[src/sv/lnpl_pkg.sv]
// package of the note list core: sizes, opcodes and controller/datapath types
// depends on nothing
package lnpl_pkg;

  // sizes
  localparam int NOTE_KEYS  = 13;
  localparam int RING_DEPTH = 32;
  localparam int OP_W       = 2;
  localparam int NOTE_W     = 4;
  localparam int OUT_W      = 5;
  localparam int CNT_W      = $clog2(NOTE_KEYS + 1);
  localparam int PTR_W      = $clog2(RING_DEPTH);

  // opcodes
  localparam logic [OP_W-1:0] OP_PRESS   = 2'd0;
  localparam logic [OP_W-1:0] OP_RELEASE = 2'd1;
  localparam logic [OP_W-1:0] OP_POP     = 2'd2;
  localparam logic [OP_W-1:0] OP_READ    = 2'd3;

  // held list read address selection
  localparam logic [1:0] RA_IDX  = 2'd0;
  localparam logic [1:0] RA_IDX1 = 2'd1;
  localparam logic [1:0] RA_OIDX = 2'd2;
  localparam logic [1:0] RA_LAST = 2'd3;

  // reply code for no note
  localparam logic signed [OUT_W-1:0] NO_NOTE = -5'sd1;

  // commands from controller to datapath
  typedef struct packed {
    logic       load_in;
    logic       idx_inc;
    logic [1:0] raddr_sel;
    logic       hwr_append;
    logic       hwr_shift;
    logic       total_inc;
    logic       total_dec;
    logic       ring_push;
    logic       ring_rd;
    logic       reply_from_list;
    logic       reply_from_ring;
    logic       out_load;
  } lnpl_cmd_t;

  // status from datapath to controller
  typedef struct packed {
    logic [OP_W-1:0] op;
    logic            note_ok;
    logic            oidx_ok;
    logic            match;
    logic            idx_at_end;
    logic            shift_more;
    logic            list_full;
    logic            ring_full;
    logic            ring_empty;
    logic            out_free;
  } lnpl_sts_t;

endpackage

[src/sv/lnpl_if.sv]
// word channels of the note list core: key events in, results out
// depends on lnpl_pkg
interface lnpl_in_if import lnpl_pkg::*; ();
  logic              valid;
  logic              ready;
  logic [OP_W-1:0]   opcode;
  logic [NOTE_W-1:0] note;
  logic [NOTE_W-1:0] order_index;

  modport source (output valid, opcode, note, order_index, input ready);
  modport sink (input valid, opcode, note, order_index, output ready);
endinterface

interface lnpl_out_if import lnpl_pkg::*; ();
  logic                    valid;
  logic                    ready;
  logic signed [OUT_W-1:0] current_note;
  logic [CNT_W-1:0]        held_count;
  logic signed [OUT_W-1:0] reply_note;

  modport source (output valid, current_note, held_count, reply_note, input ready);
  modport sink (input valid, current_note, held_count, reply_note, output ready);
endinterface

[src/sv/lnpl_datapath.sv]
// datapath of the note list core: held list registers, note-on ring memory,
// counters and the output register; depends on lnpl_pkg
module lnpl_datapath import lnpl_pkg::*; (
  input  logic                    clk,
  input  logic                    rst_n,
  input  lnpl_cmd_t               cmd,
  output lnpl_sts_t               sts,
  input  logic [OP_W-1:0]         in_opcode,
  input  logic [NOTE_W-1:0]       in_note,
  input  logic [NOTE_W-1:0]       in_order_index,
  input  logic                    out_ready,
  output logic                    out_valid,
  output logic signed [OUT_W-1:0] out_current_note,
  output logic [CNT_W-1:0]        out_held_count,
  output logic signed [OUT_W-1:0] out_reply_note
);

  logic [OP_W-1:0]         op_r;
  logic [NOTE_W-1:0]       note_r;
  logic [NOTE_W-1:0]       oidx_r;
  logic [CNT_W-1:0]        idx_r;
  logic [CNT_W-1:0]        total_r;
  logic [PTR_W-1:0]        head_r;
  logic [PTR_W-1:0]        tail_r;
  logic signed [OUT_W-1:0] reply_r;
  logic [NOTE_W-1:0]       ring_q_r;
  logic                    out_valid_r;
  logic signed [OUT_W-1:0] cur_out_r;
  logic [CNT_W-1:0]        cnt_out_r;
  logic signed [OUT_W-1:0] reply_out_r;

  logic [NOTE_W-1:0] held_r [NOTE_KEYS];
  logic [NOTE_W-1:0] ring_mem [RING_DEPTH];

  logic [CNT_W-1:0]  idx_p1;
  logic [CNT_W-1:0]  raddr;
  logic [NOTE_W-1:0] held_rd;
  logic [CNT_W-1:0]  waddr;
  logic [NOTE_W-1:0] wdata;
  logic              hwr;
  logic [PTR_W-1:0]  tail_nxt;
  logic [PTR_W-1:0]  head_nxt;

  assign idx_p1 = idx_r + CNT_W'(1);

  // held list read port
  always_comb begin
    case (cmd.raddr_sel)
      RA_IDX:  raddr = idx_r;
      RA_IDX1: raddr = idx_p1;
      RA_OIDX: raddr = CNT_W'(oidx_r);
      RA_LAST: raddr = total_r - CNT_W'(1);
      default: raddr = idx_r;
    endcase
    held_rd = '0;
    for (int i = 0; i < NOTE_KEYS; i++) begin
      if (raddr == CNT_W'(i)) held_rd = held_r[i];
    end
  end

  // held list write port: append at the end or move one entry down
  assign hwr   = cmd.hwr_append | cmd.hwr_shift;
  assign waddr = cmd.hwr_append ? total_r : idx_r;
  assign wdata = cmd.hwr_append ? note_r : held_rd;

  always_ff @(posedge clk) begin
    for (int i = 0; i < NOTE_KEYS; i++) begin
      if (hwr && waddr == CNT_W'(i)) held_r[i] <= wdata;
    end
  end

  // ring pointers with wrap
  assign tail_nxt = (tail_r == PTR_W'(RING_DEPTH - 1)) ? '0 : tail_r + PTR_W'(1);
  assign head_nxt = (head_r == PTR_W'(RING_DEPTH - 1)) ? '0 : head_r + PTR_W'(1);

  // note-on ring memory, registered read
  always_ff @(posedge clk) begin
    if (cmd.ring_push) ring_mem[tail_r] <= note_r;
    if (cmd.ring_rd) ring_q_r <= ring_mem[head_r];
  end

  // event word capture
  always_ff @(posedge clk) begin
    if (cmd.load_in) begin
      op_r   <= in_opcode;
      note_r <= in_note;
      oidx_r <= in_order_index;
    end
  end

  // scan index and reply
  always_ff @(posedge clk) begin
    if (cmd.load_in) begin
      idx_r   <= '0;
      reply_r <= NO_NOTE;
    end else begin
      if (cmd.idx_inc) idx_r <= idx_p1;
      if (cmd.reply_from_list) reply_r <= $signed({1'b0, held_rd});
      else if (cmd.reply_from_ring) reply_r <= $signed({1'b0, ring_q_r});
    end
  end

  // list count and ring pointers
  always_ff @(posedge clk) begin
    if (!rst_n) begin
      total_r <= '0;
      head_r  <= '0;
      tail_r  <= '0;
    end else begin
      if (cmd.total_inc) total_r <= total_r + CNT_W'(1);
      else if (cmd.total_dec) total_r <= total_r - CNT_W'(1);
      if (cmd.ring_push) tail_r <= tail_nxt;
      if (cmd.ring_rd) head_r <= head_nxt;
    end
  end

  // output register
  always_ff @(posedge clk) begin
    if (!rst_n) begin
      out_valid_r <= 1'b0;
    end else if (cmd.out_load) begin
      out_valid_r <= 1'b1;
    end else if (out_ready) begin
      out_valid_r <= 1'b0;
    end
  end

  always_ff @(posedge clk) begin
    if (cmd.out_load) begin
      cur_out_r   <= (total_r == '0) ? NO_NOTE : $signed({1'b0, held_rd});
      cnt_out_r   <= total_r;
      reply_out_r <= reply_r;
    end
  end

  // status to the controller
  always_comb begin
    sts.op         = op_r;
    sts.note_ok    = note_r < NOTE_W'(NOTE_KEYS);
    sts.oidx_ok    = CNT_W'(oidx_r) < total_r;
    sts.match      = held_rd == note_r;
    sts.idx_at_end = idx_r == total_r;
    sts.shift_more = idx_p1 < total_r;
    sts.list_full  = total_r == CNT_W'(NOTE_KEYS);
    sts.ring_full  = tail_nxt == head_r;
    sts.ring_empty = head_r == tail_r;
    sts.out_free   = !out_valid_r || out_ready;
  end

  assign out_valid        = out_valid_r;
  assign out_current_note = cur_out_r;
  assign out_held_count   = cnt_out_r;
  assign out_reply_note   = reply_out_r;

endmodule

[src/sv/lnpl_ctrl.sv]
// controller of the note list core: sequences search, shift, ring access and
// result hand-off; depends on lnpl_pkg
module lnpl_ctrl import lnpl_pkg::*; (
  input  logic      clk,
  input  logic      rst_n,
  input  logic      in_valid,
  output logic      in_ready,
  input  lnpl_sts_t sts,
  output lnpl_cmd_t cmd
);

  localparam logic [2:0] S_IDLE  = 3'd0;
  localparam logic [2:0] S_DISP  = 3'd1;
  localparam logic [2:0] S_SCAN  = 3'd2;
  localparam logic [2:0] S_SHIFT = 3'd3;
  localparam logic [2:0] S_POPW  = 3'd4;
  localparam logic [2:0] S_DONE  = 3'd5;

  logic [2:0] state_r;
  logic [2:0] state_nxt;

  assign in_ready = state_r == S_IDLE;

  // next state and commands
  always_comb begin
    cmd       = '0;
    state_nxt = state_r;
    case (state_r)
      S_IDLE: begin
        if (in_valid) begin
          cmd.load_in = 1'b1;
          state_nxt   = S_DISP;
        end
      end
      S_DISP: begin
        case (sts.op)
          OP_PRESS: begin
            if (sts.note_ok) begin
              cmd.ring_push = !sts.ring_full;
              state_nxt     = S_SCAN;
            end else begin
              state_nxt = S_DONE;
            end
          end
          OP_RELEASE: begin
            state_nxt = sts.note_ok ? S_SCAN : S_DONE;
          end
          OP_POP: begin
            if (!sts.ring_empty) begin
              cmd.ring_rd = 1'b1;
              state_nxt   = S_POPW;
            end else begin
              state_nxt = S_DONE;
            end
          end
          default: begin
            cmd.raddr_sel       = RA_OIDX;
            cmd.reply_from_list = sts.oidx_ok;
            state_nxt           = S_DONE;
          end
        endcase
      end
      // search the list one entry a cycle
      S_SCAN: begin
        cmd.raddr_sel = RA_IDX;
        if (sts.idx_at_end) begin
          if (sts.op == OP_PRESS && !sts.list_full) begin
            cmd.hwr_append = 1'b1;
            cmd.total_inc  = 1'b1;
          end
          state_nxt = S_DONE;
        end else if (sts.match) begin
          state_nxt = (sts.op == OP_PRESS) ? S_DONE : S_SHIFT;
        end else begin
          cmd.idx_inc = 1'b1;
        end
      end
      // close the gap left by a release
      S_SHIFT: begin
        cmd.raddr_sel = RA_IDX1;
        if (sts.shift_more) begin
          cmd.hwr_shift = 1'b1;
          cmd.idx_inc   = 1'b1;
        end else begin
          cmd.total_dec = 1'b1;
          state_nxt     = S_DONE;
        end
      end
      S_POPW: begin
        cmd.reply_from_ring = 1'b1;
        state_nxt           = S_DONE;
      end
      S_DONE: begin
        cmd.raddr_sel = RA_LAST;
        if (sts.out_free) begin
          cmd.out_load = 1'b1;
          state_nxt    = S_IDLE;
        end
      end
      default: begin
        state_nxt = S_IDLE;
      end
    endcase
  end

  always_ff @(posedge clk) begin
    if (!rst_n) begin
      state_r <= S_IDLE;
    end else begin
      state_r <= state_nxt;
    end
  end

endmodule

[src/sv/last_note_priority_list_core.sv]
// top level of the note list core: joins controller and datapath to the channels
// depends on lnpl_pkg, lnpl_if, lnpl_ctrl and lnpl_datapath
//
// Last-note-priority key list for a monophonic keyboard. Each input word is
// a key event (press, release, pop of a queued note-on, or read of a held
// note by its press order) and each event returns one result word with the
// newest held note, the held count and a reply note (-1 for none). Events
// are handled one at a time: the next event is taken only after the result
// of the last one is loaded. A press or release of note 13 or above is
// ignored. A press or release searches the held list one entry at a time,
// and a release of a held note then shifts the later entries down to close
// the gap; a press of a note already held stops at its match. The held list
// has a single write port. A finished result sits in an output register, so
// the next event is taken while it waits; that event's result is held back
// until the waiting word has gone. The note-on ring is a 32-entry memory
// with one slot kept free; it needs no clearing after reset.
module last_note_priority_list_core import lnpl_pkg::*; (
  input  logic            clk,
  input  logic            rst_n,
  lnpl_in_if.sink         in_ch,
  lnpl_out_if.source      out_ch
);

  lnpl_cmd_t cmd;
  lnpl_sts_t sts;
  logic      in_ready;

  assign in_ch.ready = in_ready;

  lnpl_ctrl u_ctrl (
    .clk      (clk),
    .rst_n    (rst_n),
    .in_valid (in_ch.valid),
    .in_ready (in_ready),
    .sts      (sts),
    .cmd      (cmd)
  );

  lnpl_datapath u_dp (
    .clk              (clk),
    .rst_n            (rst_n),
    .cmd              (cmd),
    .sts              (sts),
    .in_opcode        (in_ch.opcode),
    .in_note          (in_ch.note),
    .in_order_index   (in_ch.order_index),
    .out_ready        (out_ch.ready),
    .out_valid        (out_ch.valid),
    .out_current_note (out_ch.current_note),
    .out_held_count   (out_ch.held_count),
    .out_reply_note   (out_ch.reply_note)
  );

endmodule

[src/flat_wrapper.sv]
// flat-port wrapper written by rule: the top's interface ports become plain ports
module last_note_priority_list_core_flat import lnpl_pkg::*;
  (clk, rst_n, in_ch_valid, in_ch_opcode, in_ch_note, in_ch_order_index, in_ch_ready, out_ch_valid, out_ch_current_note, out_ch_held_count, out_ch_reply_note, out_ch_ready);
  lnpl_in_if in_ch_i ();
  lnpl_out_if out_ch_i ();
  input  logic clk;
  input  logic rst_n;
  input wire logic [$bits(in_ch_i.valid)-1:0] in_ch_valid;
  input wire logic [$bits(in_ch_i.opcode)-1:0] in_ch_opcode;
  input wire logic [$bits(in_ch_i.note)-1:0] in_ch_note;
  input wire logic [$bits(in_ch_i.order_index)-1:0] in_ch_order_index;
  output wire logic [$bits(in_ch_i.ready)-1:0] in_ch_ready;
  output wire logic [$bits(out_ch_i.valid)-1:0] out_ch_valid;
  output wire logic [$bits(out_ch_i.current_note)-1:0] out_ch_current_note;
  output wire logic [$bits(out_ch_i.held_count)-1:0] out_ch_held_count;
  output wire logic [$bits(out_ch_i.reply_note)-1:0] out_ch_reply_note;
  input wire logic [$bits(out_ch_i.ready)-1:0] out_ch_ready;
  assign in_ch_i.valid = in_ch_valid;
  assign in_ch_i.opcode = in_ch_opcode;
  assign in_ch_i.note = in_ch_note;
  assign in_ch_i.order_index = in_ch_order_index;
  assign in_ch_ready = in_ch_i.ready;
  assign out_ch_valid = out_ch_i.valid;
  assign out_ch_current_note = out_ch_i.current_note;
  assign out_ch_held_count = out_ch_i.held_count;
  assign out_ch_reply_note = out_ch_i.reply_note;
  assign out_ch_i.ready = out_ch_ready;
  last_note_priority_list_core u_core (.clk(clk), .rst_n(rst_n), .in_ch(in_ch_i), .out_ch(out_ch_i));
endmodule
[config.mk]
export PLATFORM = sky130hd
export DESIGN_NAME = last_note_priority_list_core_flat
export DESIGN_NICKNAME = d
export VERILOG_FILES = /design/src/sv/lnpl_pkg.sv /design/src/sv/lnpl_if.sv /design/src/sv/lnpl_datapath.sv /design/src/sv/lnpl_ctrl.sv /design/src/sv/last_note_priority_list_core.sv /design/src/flat_wrapper.sv
export SDC_FILE = /design/constraint.sdc
export NUM_CORES = 1
export LEC_CHECK = 0
export BUFFER_PORTS_ARGS = -buffer_cell sky130_fd_sc_hd__buf_2
export CAP_MARGIN = 20
export CORE_MARGIN = 8
export CORE_UTILIZATION = 60
export DETAILED_ROUTE_END_ITERATION = 16
export PLACE_DENSITY = 0.74
export SLEW_MARGIN = 20
export SYNTH_ARGS = -nofsm -noshare
export SYNTH_HDL_FRONTEND = slang
export SYNTH_SLANG_ARGS = --single-unit
[constraint.sdc]
create_clock -name clk -period 8.5 [get_ports clk]
set_input_delay 1.7 -clock clk [delete_from_list [all_inputs] [get_ports clk]]
set_output_delay 1.7 -clock clk [all_outputs]
set_load 0.01 [all_outputs]
; ---- Word-level counts from Yosys, hierarchy flattened
; Memories as Yosys holds them, arrays and structs flattened. A register that Yosys moved wholly into a read port is not among the register bits.
; Cells that the tools add are included.
[word_totals]
regBits = 51
ram_bits = 180
in_bits = 14
output_inout_bits = 16
word_cells = 234
mem_count = 2
[op_classes]
addsub = 5
n_lt_le_gt_ge = 3
n_eq_ne = 45
muxes = 122
bitwise_logic = 1
reduce_logical = 42
[mem_list]
columns = memory, depth, width, read_ports, rd_clocked_by_memory_dff, write_ports, line_no
row1 = u_core.u_dp.ring_mem, 32, 4, 1, 1, 1, lnpl_datapath.sv:33  ; logic [NOTE_W-1:0] ring_mem [RING_DEPTH];
row2 = u_core.u_dp.held_r, 13, 4, 13, 0, 1, lnpl_datapath.sv:32  ; logic [NOTE_W-1:0] held_r [NOTE_KEYS];
[ops]
columns = cell, count
row1 = 4-bit 2-to-1 mux, 41
row2 = 1-bit 2-to-1 mux, 62
row3 = 4-bit OR reduction, 12
row4 = "4-bit equality test, second input constant", 11
row5 = "4-bit by 3-bit equality test with 1-bit output, second input constant", 8
row6 = 5-bit 2-to-1 mux, 5
row7 = 3-bit 2-to-1 mux, 8
row8 = 3-bit case mux with 6 select lines, 1
row9 = "4-bit by 2-bit equality test with 1-bit output, second input constant", 4
row10 = 4-bit case mux with 4 select lines, 1
row11 = 1-bit logical AND, 14
row12 = 4-bit logical NOT, 3
row13 = "5-bit by 1-bit adder with 5-bit output, second input constant", 2
row14 = 5-bit equality test, 2
row15 = "5-bit equality test, second input constant", 2
row16 = "4-bit by 1-bit adder with 4-bit output, second input constant", 2
row17 = "4-bit by 1-bit equality test with 1-bit output, second input constant", 2
row18 = 4-bit equality test, 2
row19 = 4-bit < comparator, 2
row20 = "2-bit equality test, second input constant", 3
row21 = "3-bit by 2-bit equality test with 1-bit output, second input constant", 2
row22 = "3-bit equality test, second input constant", 2
row23 = 2-bit case mux with 3 select lines, 1
row24 = 3-bit case mux with 2 select lines, 1
row25 = 18 further kinds, 25

; ---- Longest topological paths before layout
; Gate-level depths: netlist of the first run.
[depth]
depth_word = 33
mapped_depth = 15

; ---- By module
; A second synthesis of the first run with hierarchy kept.
[unflattened]
hier_cells = 744
area_unflattened_um2 = 10690.3
[modules_own_cells]
columns = module, n_inst, cells_per_inst, area_each_um2, seq_area_each_um2
row1 = lnpl_datapath, 1, 688, 10304.9, 6726.5
row2 = lnpl_ctrl, 1, 56, 385.4, 60.1

; ---- Least setup slack after synthesis of the first run
; No wires, ideal clock.
[synth_path]
path_kind = register to register
startpoint = register u_core.u_dp.total_r[0]
endpoint = register u_core.u_dp.idx_r[1]
arrival_time_ps = 3320
slack_ps = 5117
path_stages_with_launch = 14
n_path_buf = 1
synth_period_minus_slack_ps = 3383
path_cell_list = dfxtp_1 inv_1 ha_1 xnor2_1 o32ai_4 or3_1 buf_2 a2111oi_2 o21ai_1 nor3b_1 and4bb_1 nand4b_4 or4_1 nand3_1
[synth_between]
elab_chain_cells = 20
word_cells_on_any_way = 35
[synth_rtl]
columns = item, line_no
row1 = "start, declared", lnpl_datapath.sv:22  ; logic [CNT_W-1:0] total_r;
row2 = "start signal, assigned", lnpl_datapath.sv:110  ; if (cmd.total_inc) total_r <= total_r + CNT_W'(1);
row3 = "start signal, assigned", lnpl_datapath.sv:111  ; else if (cmd.total_dec) total_r <= total_r - CNT_W'(1);
row4 = 4-bit by 1-bit subtractor with 4-bit output, lnpl_datapath.sv:52  ; RA_LAST: raddr = total_r - CNT_W'(1);
row5 = 4-bit case mux with 4 select lines, lnpl_datapath.sv:48  ; case (cmd.raddr_sel)
row6 = 4-bit logical NOT, lnpl_datapath.sv:57  ; if (raddr == CNT_W'(i)) held_rd = held_r[i];
row7 = 4-bit 2-to-1 mux (13 in a row), lnpl_datapath.sv:57
row8 = 4-bit equality test, lnpl_datapath.sv:141  ; sts.match = held_rd == note_r;
row9 = 1-bit 2-to-1 mux, lnpl_ctrl.sv:72  ; end else if (sts.match) begin
row10 = 1-bit 2-to-1 mux, lnpl_ctrl.sv:66  ; if (sts.idx_at_end) begin
row11 = 1-bit case mux with 2 select lines (*), lnpl_ctrl.sv:28  ; case (state_r)
row12 = "end signal, assigned", lnpl_datapath.sv:97  ; if (cmd.idx_inc) idx_r <= idx_p1;
row13 = "end, declared", lnpl_datapath.sv:21  ; logic [CNT_W-1:0] idx_r;
; Mark *: on every way between the ends. The rest lies on a longest branch, timed or not.
; A chain may end at the register's enable or synchronous reset.

; ---- Worst setup path after layout of the first run
[layout_path]
startpoint = register u_core.u_dp.idx_r[0]
endpoint = register u_core.u_ctrl.state_r[0]
[layout_between]
elab_chain_cells = 19
word_cells_on_any_way = 36
[layout_rtl]
columns = item, line_no
row1 = 4-bit by 1-bit adder with 4-bit output (*), lnpl_datapath.sv:44  ; assign idx_p1 = idx_r + CNT_W'(1);
row2 = via u_core.u_dp.idx_p1[1], lnpl_datapath.sv:35  ; logic [CNT_W-1:0] idx_p1;
row3 = 4-bit case mux with 4 select lines, lnpl_datapath.sv:48
row4 = 4-bit logical NOT, lnpl_datapath.sv:57
row5 = 4-bit 2-to-1 mux (13 in a row), lnpl_datapath.sv:57
row6 = 4-bit equality test, lnpl_datapath.sv:141
row7 = 3-bit by 1-bit inequality test with 1-bit output (no line), -
row8 = 4-bit AND reduction (no line) (*), -
row9 = "end signal, assigned", lnpl_ctrl.sv:110  ; state_r <= state_nxt;
row10 = "end, declared", lnpl_ctrl.sv:19  ; logic [2:0] state_r;
; Mark *: on every way through the listed nets, which the timed path passes. The rest lies on a longest branch.

==> impl_summary.log, run 1 <==
INFO  metric timing.rr.start = u_core.u_dp.idx_r[0]
INFO  metric path_delay_family = compound AO/OA/AOI/OAI gates
INFO  metric htree_levels = 1
INFO  metric cts_setup_buffers = 0
INFO  metric synth-warning-count = 0
INFO  metric detail_route.drc_violations = 0
INFO  metric number_of_global_route_vias_before_repair = 6554
INFO  metric post_synth_instance_area = 10800 um^2
INFO  metric synthSimpleGateAreaFrac = 11.7%
INFO  metric combinational_family_with_the_most_area_after_synthesis = simple AND/OR/NAND/NOR gates
INFO  metric share_of_cells_above_drive_strength_1 = 18.7%
INFO  metric period_minus_slack = 4.60 ns
INFO  metric worst_r2r_path_depth = 10
INFO  metric synthMuxAreaShare = 10.3%
INFO  metric synth.most_common_cell = sky130_fd_sc_hd__edfxtp_1
INFO  metric synth.lib_cells_used.distinct = 77
INFO  metric clk_pin_slew = 0.06 ns
INFO  metric critPathMaxFanout = 25
INFO  metric mappedNetlistNets = 804
INFO  metric fp.dieH = 150 um
INFO  metric gr-usage-all-layers = 21.6%
INFO  metric gr_ovfl_total = 0
INFO  metric cts-resized-gates = 0
INFO  metric post_synthesis_compound_gate_area_fraction = 8.97%
INFO  metric maxSlewHeadroom = 32.5%
INFO  metric netlist.top_cell.by_area = sky130_fd_sc_hd__edfxtp_1
INFO  metric starting_drc_count_in_detailed_routing = 736
INFO  metric met2_length = 11.0 mm
INFO  metric p_leak = 3.93 nW
INFO  metric final.setup_skew = 0.00647 ns
INFO  metric synth_top_cells_by_area = sky130_fd_sc_hd__edfxtp_1, sky130_fd_sc_hd__mux4_2, sky130_fd_sc_hd__dfxtp_1
INFO  metric synth-edff-count = 208
INFO  metric ys_top_cells_by_count = sky130_fd_sc_hd__edfxtp_1, sky130_fd_sc_hd__nor2_1, sky130_fd_sc_hd__nand2_1, sky130_fd_sc_hd__mux4_2, sky130_fd_sc_hd__clkbuf_1
INFO  metric critPathKind = flop to flop
INFO  metric clkLatencyLatePin = 0.51 ns
INFO  metric synth_top_area_share = 57.6%
INFO  metric rsz0062_at_grt = no
INFO  metric io_pins = 30
INFO  metric top_signal_layer_used = met4
INFO  metric totalNegativeSetupSlack = 0 ns
INFO  metric syn_to_final_growth = 10.1%
INFO  metric post_synthesis_sequential_area_ratio = 62.6%
INFO  metric timing.critical_path.buf_inv = 0
INFO  metric portBuffers = 29
INFO  metric crit_chain = ha_1 -> o32ai_1 -> or3_1 -> mux4_2 -> a211oi_2 -> o32ai_1 -> a311o_1 -> and4b_1 -> a21oi_1 -> o21ai_1
INFO  metric min_delay_path_depth = 0
INFO  metric critPathSlowestCell = sky130_fd_sc_hd__o32ai_1
INFO  metric drt-total-wl = 24.3 mm
INFO  metric postPlaceCellArea = 11100 um^2
INFO  metric ir_worst_vdd = 0.248 mV
INFO  metric period_share = 54.1%
INFO  metric cts_made_buffers = 24
INFO  metric critical-path-top-cell-by-count = sky130_fd_sc_hd__o32ai_1
INFO  metric ctsLongestPathBuffers = 3
INFO  metric finalWeightedCongestion = 0.967
INFO  metric grt_max_degree = 40
INFO  metric avgRoutedWirePerCell = 23.4 um
INFO  metric maxClockFrequency = 0.218 GHz
INFO  metric worstSetupStartpointType = flop
INFO  metric synth_xor_xnor_area_share = 1.53%
INFO  metric async_reset_ff_share = 0%
INFO  metric final_antenna_net_count = 0
INFO  metric netlist_instances = 772
INFO  metric min_path_type = flop to flop
INFO  metric grt_pass1_wl = 37.3 mm
INFO  metric die_area = 22600 um^2
INFO  metric max-cap-violations = 0
INFO  metric r2r_setup_slack = 3.90 ns
INFO  metric num-nets-final = 824
INFO  metric hold_end = u_core.u_dp.out_reply_note[3]
INFO  metric fillers = 1208
INFO  metric ff_latch_area = 6790 um^2
INFO  metric wl_met3 = 2.34 mm
INFO  metric critical-path-max-stage-delay = 0.78 ns
INFO  metric initial_core_util = 60.8%
INFO  metric timing.critical_path.required = 8.89 ns
INFO  metric num_vias = 6746
INFO  metric post_cts_hold_buffer_count = 0
INFO  metric wl_met1 = 10.1 mm
INFO  metric status = finished, final reports clean
INFO  metric number_of_antenna_violations_at_the_first_check_in_global_routing = 0
INFO  metric core_area = 17800 um^2
INFO  metric r2r-end = u_core.u_ctrl.state_r[0]
INFO  metric data_arrival_at_the_endpoint_of_the_critical_path = 4.99 ns
INFO  metric worst-slew-pin-transition = 1.01 ns
INFO  metric maxSlewViolCount = 0
INFO  metric postSynthRegisterBits = 235
INFO  metric yosys_most_used_dff = sky130_fd_sc_hd__edfxtp_1
INFO  metric worst_setup_path_end_kind = flop
INFO  metric detail_route.vias_per_cell = 6.50
INFO  metric multi_input_comb_area = 3760 um^2
INFO  metric dp_worst_setup_slack = 4.02 ns
INFO  metric setup_viol = 0
INFO  metric synth_fa_ha_area_share = 2.08%
INFO  metric drt-pass1-iter-count = 6
INFO  metric worst_slack = 3.90 ns
INFO  metric placementRows = 49
INFO  metric worst_hold_startpoint = u_core.u_dp.reply_r[3]
INFO  metric antennaDiodeCount = 0
INFO  metric tritoncts_num_sinks = 235
INFO  metric floorplan.die.width = 150 um
INFO  metric powerDensity = 267 nW/um^2
INFO  metric tritoncts = done
INFO  metric timing.final.hold_violations = 0
INFO  metric place_hpwl = 16.3 mm
INFO  metric root_buffer = sky130_fd_sc_hd__clkbuf_16
INFO  metric post_syn_area_per_cell = 14.0 um^2
INFO  metric postLayoutCellArea = 11900 um^2
## power by group
group,total (mW),internal (mW),switching (mW)
clock,1.04,0.625,0.414
combinational,0.678,0.211,0.467
sequential,1.46,1.41,0.0493
## cells by family (layout without fill, tap and decap cells)
group | count (synthesis) | in the layout
mux | 59 | 59
buf+inv | 69 | 106
simple gates | 235 | 235
xor+xnor | 19 | 19
compound gates | 137 | 137
fa+ha+maj | 18 | 18
flops | 235 | 235
## sequential cells by signal, indices dropped and copies added (netlist names), 5 cells and up
name,cells
u_core.u_dp.held_r,52
u_core.u_dp.head_r,5
u_core.u_dp.reply_r,5
u_core.u_dp.out_reply_note,5
u_core.u_dp.tail_r,5
u_core.u_dp.out_current_note,5
u_core.u_dp.ring_mem,128
## stage by stage
step | total power [mW] | instances | utilization (%) | hold slack (ns)
CTS | 3.18 | 1038 | 66.9 | 0.433
global route | 3.29 | 1038 | 66.9 | 0.442
finish | 3.18 | 1038 | 66.9 | 0.431
detailed placement | 2.15 | 995 | 62.5 | 0.422
floorplan | 1.95 | 772 | - | 0.402
global placement | 2.12 | 994 | 62.4 | 0.417
## cell type report
type,count,area share (%)
flip-flops and latches,235,56.9
multi-input cells,468,31.5
clock buffers,29,5.37
well taps,229,2.40
repair buffers,39,1.85
clock inverters,14,1.22
inverters,24,0.755
## placed cells by master, fill, tap and decap left out, types with 22 or more instances in the layout
cell type                   synthesis  layout
sky130_fd_sc_hd__a21oi_1           23      22
sky130_fd_sc_hd__buf_2              7      29
sky130_fd_sc_hd__clkbuf_16          0      25
sky130_fd_sc_hd__dfxtp_1           27      26
sky130_fd_sc_hd__edfxtp_1         208     208
sky130_fd_sc_hd__inv_1             24      24
sky130_fd_sc_hd__mux4_2            41      41
sky130_fd_sc_hd__nand2_1           49      49
sky130_fd_sc_hd__nor2_1            64      64
sky130_fd_sc_hd__o21ai_0           26      24
## metal layers
| layer | track usage [%] | vias up |
|---|---|---|
| met5 | 0 | - |
| met4 | 8.70 | 0 |
| met3 | 4.78 | 62 |
| met2 | 32.5 | 322 |
| met1 | 30.2 | 3314 |
| li1 | - | 3048 |
## worst max-delay path by stage
stage          slack (ns)                      from                         to  depth (start not counted)
2_1_floorplan        5.12    u_core.u_dp.total_r[0]       u_core.u_dp.idx_r[1]                         13
3_3_place_gp         3.75  u_core.u_ctrl.state_r[0]  u_core.u_dp.held_r[0][12]                          8
3_5_place_dp         4.02      u_core.u_dp.idx_r[0]  u_core.u_dp.held_r[0][22]                          8
4_1_cts              4.02      u_core.u_dp.idx_r[0]       u_core.u_dp.idx_r[0]                         10
5_1_grt              3.61      u_core.u_dp.idx_r[0]       u_core.u_dp.idx_r[0]                         10
6_report             3.90      u_core.u_dp.idx_r[0]   u_core.u_ctrl.state_r[0]                         10
Note: power is estimated with default switching activity, not from simulation.
==> run 2: changes to the inputs <==
- clock period: 8.5 -> 4.4 ns (I/O delays scaled with it)
==> run 2 against run 1 <==
Final cell count up 1.5%. Register-to-register slack worse by 3.5 ns. Count of clock-buffer cells in the layout up 4. Sequential power up 93%. Highest routed layer unchanged. Worst setup slack worse by 3.5 ns. Largest power group unchanged. Clock skew up 0.0046 ns. Worst hold slack better by 0.0058 ns. Wire length down 1.7%.
==> impl_summary.log, run 2 (synthesis results as in run 1) <==
INFO  metric status = finished, final reports clean (unchanged)
INFO  metric worstSetupStartpointType = flop (unchanged)
INFO  metric tritoncts_num_sinks = 235 (unchanged)
INFO  metric most_common_library_cell_in_the_layout_ignoring_fill_and_taps = sky130_fd_sc_hd__edfxtp_1 (unchanged)
INFO  metric power_switching_share = 28.3% (was 29.2%)
INFO  metric avgRoutedWirePerCell = 22.6 um (was 23.4 um)
INFO  metric placementRows = 49 (unchanged)
INFO  metric maxSlewViolCount = 0 (unchanged)
INFO  metric totalNegativeSetupSlack = 0 ns (unchanged)
INFO  metric grt_max_degree = 41 (was 40)
INFO  metric drt-total-wl = 23.9 mm (was 24.3 mm)
INFO  metric ir_worst_vdd = 0.397 mV (was 0.248 mV)
INFO  metric finalWeightedCongestion = 0.893 (was 0.967)
INFO  metric final_antenna_net_count = 0 (unchanged)
INFO  metric final.setup_skew = 0.0111 ns (was 0.00647 ns)
INFO  metric core_area = 17800 um^2 (unchanged)
INFO  metric layout_common_cells = sky130_fd_sc_hd__edfxtp_1, sky130_fd_sc_hd__nor2_1, sky130_fd_sc_hd__nand2_1 (unchanged)
INFO  metric comb_power_share = 21.6% (was 21.3%)
INFO  metric ctsLongestPathBuffers = 3 (unchanged)
INFO  metric antennaDiodeCount = 0 (unchanged)
INFO  metric powerDensity = 525 nW/um^2 (was 267 nW/um^2)
INFO  metric maxClockFrequency = 0.249 GHz (was 0.218 GHz)
INFO  metric initial_core_util = 60.8% (unchanged)
INFO  metric period_minus_slack = 4.02 ns (was 4.60 ns)
INFO  metric fp.dieH = 150 um (unchanged)
INFO  metric clkLatencyLatePin = 0.51 ns (about the same)
INFO  metric share_of_cells_above_drive_strength_1 = 20.2% (was 18.7%)
INFO  metric timing.rr.start = u_core.u_dp.total_r[0] (was u_core.u_dp.idx_r[0])
INFO  metric cts_made_buffers = 24 (unchanged)
INFO  metric maxSlewHeadroom = 32.8% (was 32.5%)
INFO  metric rsz0062_at_grt = no (unchanged)
INFO  metric floorplan.die.width = 150 um (unchanged)
INFO  metric biggestRegsByFlops = u_core.u_dp.ring_mem (128), u_core.u_dp.held_r (52) (unchanged)
INFO  metric min_delay_path_depth = 0 (unchanged)
INFO  metric detail_route.vias_per_cell = 6.50 (about the same)
INFO  metric r2r_setup_slack = 0.38 ns (was 3.90 ns)
INFO  metric grt_pass1_wl = 37.2 mm (was 37.3 mm)
INFO  metric hold_end = u_core.u_dp.out_reply_note[1] (was u_core.u_dp.out_reply_note[3])
INFO  metric gr_ovfl_total = 0 (unchanged)
INFO  metric clockPowerShare = 34.2% (was 32.7%)
INFO  metric number_of_global_route_vias_before_repair = 6699 (was 6554)
INFO  metric gr-usage-all-layers = 21.5% (was 21.6%)
INFO  metric worst_slack = 0.376 ns (was 3.90 ns)
INFO  metric fillers = 1185 (was 1208)
INFO  metric num-nets-final = 839 (was 824)
INFO  metric num_vias = 6852 (was 6746)
INFO  metric max-cap-violations = 0 (unchanged)
INFO  metric timing.final.hold_violations = 0 (unchanged)
INFO  metric htree_levels = 1 (unchanged)
INFO  metric place_hpwl = 16.5 mm (was 16.3 mm)
INFO  metric detail_route.drc_violations = 0 (unchanged)
INFO  metric starting_drc_count_in_detailed_routing = 631 (was 736)
INFO  metric finalPower = 6.37 mW (was 3.18 mW)
INFO  metric tritoncts = done (unchanged)
INFO  metric worst_hold_startpoint = u_core.u_dp.reply_r[1] (was u_core.u_dp.reply_r[3])
INFO  metric min_path_type = flop to flop (unchanged)
INFO  metric setup_viol = 0 (unchanged)
INFO  metric timing.critical_path.required = 4.79 ns (was 8.89 ns)
INFO  metric io_pins = 30 (unchanged)
INFO  metric r2r-end = u_core.u_dp.idx_r[0] (was u_core.u_ctrl.state_r[0])
INFO  metric drt-pass1-iter-count = 5 (was 6)
INFO  metric worst_r2r_path_depth = 12 (was 10)
INFO  metric post_cts_hold_buffer_count = 0 (unchanged)
INFO  metric syn_to_final_growth = 11.9% (was 10.1%)
INFO  metric power_switching = 1.80 mW (was 0.930 mW)
INFO  metric portBuffers = 29 (unchanged)
INFO  metric largest_register_ffs = 128 (unchanged)
INFO  metric share_seq_of_total_power = 44.2% (was 46.0%)
INFO  metric p_leak = 4.04 nW (was 3.93 nW)
INFO  metric data_arrival_at_the_endpoint_of_the_critical_path = 4.42 ns (was 4.99 ns)
INFO  metric power_report.internal_total = 4.57 mW (was 2.25 mW)
INFO  metric period_share = 91.5% (was 54.1%)
INFO  metric top_register = u_core.u_dp.ring_mem (unchanged)
INFO  metric number_of_antenna_violations_at_the_first_check_in_global_routing = 1 (was 0)
INFO  metric critPathMaxFanout = 10 (was 25)
INFO  metric worst_setup_path_end_kind = flop (unchanged)
INFO  metric die_area = 22600 um^2 (unchanged)
INFO  metric worst-slew-pin-transition = 1.01 ns (about the same)
INFO  metric cts-resized-gates = 0 (unchanged)
INFO  metric clk_pin_slew = 0.06 ns (about the same)
INFO  metric cts_setup_buffers = 0 (unchanged)
INFO  metric dp_worst_setup_slack = 0.467 ns (was 4.02 ns)
INFO  metric critPathKind = flop to flop (unchanged)
INFO  metric root_buffer = sky130_fd_sc_hd__clkbuf_16 (unchanged)
## run 2: cell types whose count changed in the layout (fill, tap and decap cells not counted), moves of 2 or more
cell                        change
sky130_fd_sc_hd__bufinv_16      +2
sky130_fd_sc_hd__buf_4         +14
sky130_fd_sc_hd__clkbuf_8       +3
sky130_fd_sc_hd__o21ai_0        +2
sky130_fd_sc_hd__o21ai_1        -2
sky130_fd_sc_hd__clkinv_2       -2
sky130_fd_sc_hd__clkinv_1       -3
## run 2: area by class of cell
class | instances | area [um^2] | share of cell area [%]
sequential | 235 | 6790 | 55.9
multi-input combinational | 468 | 3760 | 31.0
clock buffer | 33 | 686 | 5.65
timing repair buffer | 54 | 345 | 2.85
tap | 229 | 287 | 2.36
clock inverter | 11 | 183 | 1.51
inverter | 24 | 90.1 | 0.742
## run 2: layer usage
layer,vias to the layer above,share of wire [%],track usage (%),routed length (um)
met3,67,9.9,5.38,2370
met4,0,3.3,7.55,795
met2,340,45,32.2,10600
li1,3077,-,-,-
met5,-,0,0,0
met1,3368,42,30.2,10100
## run 2: power groups by stage
stage / registers (mW) / clock network (mW) / logic, mW
after floorplan: 2.86 / 0 / 0.905
after global placement: 2.85 / 0 / 1.32
after detailed placement: 2.86 / 0 / 1.35
after CTS: 2.81 / 2.21 / 1.37
after global routing: 2.83 / 2.29 / 1.50
final: 2.82 / 2.18 / 1.38
## run 2: worst max path at each step
stage	startpoint	endpoint	depth (start not counted)
after floorplan	u_core.u_dp.total_r[0]	u_core.u_dp.idx_r[1]	13
after global placement	u_core.u_dp.total_r[0]	u_core.u_dp.idx_r[1]	13
after detailed placement	u_core.u_dp.total_r[0]	u_core.u_dp.idx_r[1]	13
after CTS	u_core.u_dp.total_r[0]	u_core.u_dp.idx_r[0]	12
after global routing	u_core.u_dp.total_r[0]	u_core.u_dp.idx_r[3]	13
final	u_core.u_dp.total_r[0]	u_core.u_dp.idx_r[0]	12
## run 2: per-stage QoR
step / hold WS (ns) / cell area (um^2) / utilization, % / std cells
2_1_floorplan: 0.402 / 10800 / - / 772
3_3_place_gp: 0.417 / 11300 / 63.1 / 1010
3_5_place_dp: 0.419 / 11300 / 63.1 / 1010
4_1_cts: 0.435 / 12100 / 68.0 / 1054
5_1_grt: 0.444 / 12100 / 68.0 / 1054
6_report: 0.437 / 12100 / 68.0 / 1054
## run 2: critical path: stages, from the launching register on
cell and delay [ns]:
sky130_fd_sc_hd__dfxtp_1 0.51, sky130_fd_sc_hd__inv_1 0.18, sky130_fd_sc_hd__ha_1 0.35, sky130_fd_sc_hd__nand2_1 0.06
sky130_fd_sc_hd__o32ai_1 0.39, sky130_fd_sc_hd__or3_1 0.38, sky130_fd_sc_hd__mux4_2 0.56, sky130_fd_sc_hd__a211oi_2 0.41
sky130_fd_sc_hd__o32ai_1 0.14, sky130_fd_sc_hd__a311o_1 0.38, sky130_fd_sc_hd__and4b_1 0.26, sky130_fd_sc_hd__a211oi_1 0.21
sky130_fd_sc_hd__nor3_1 0.09
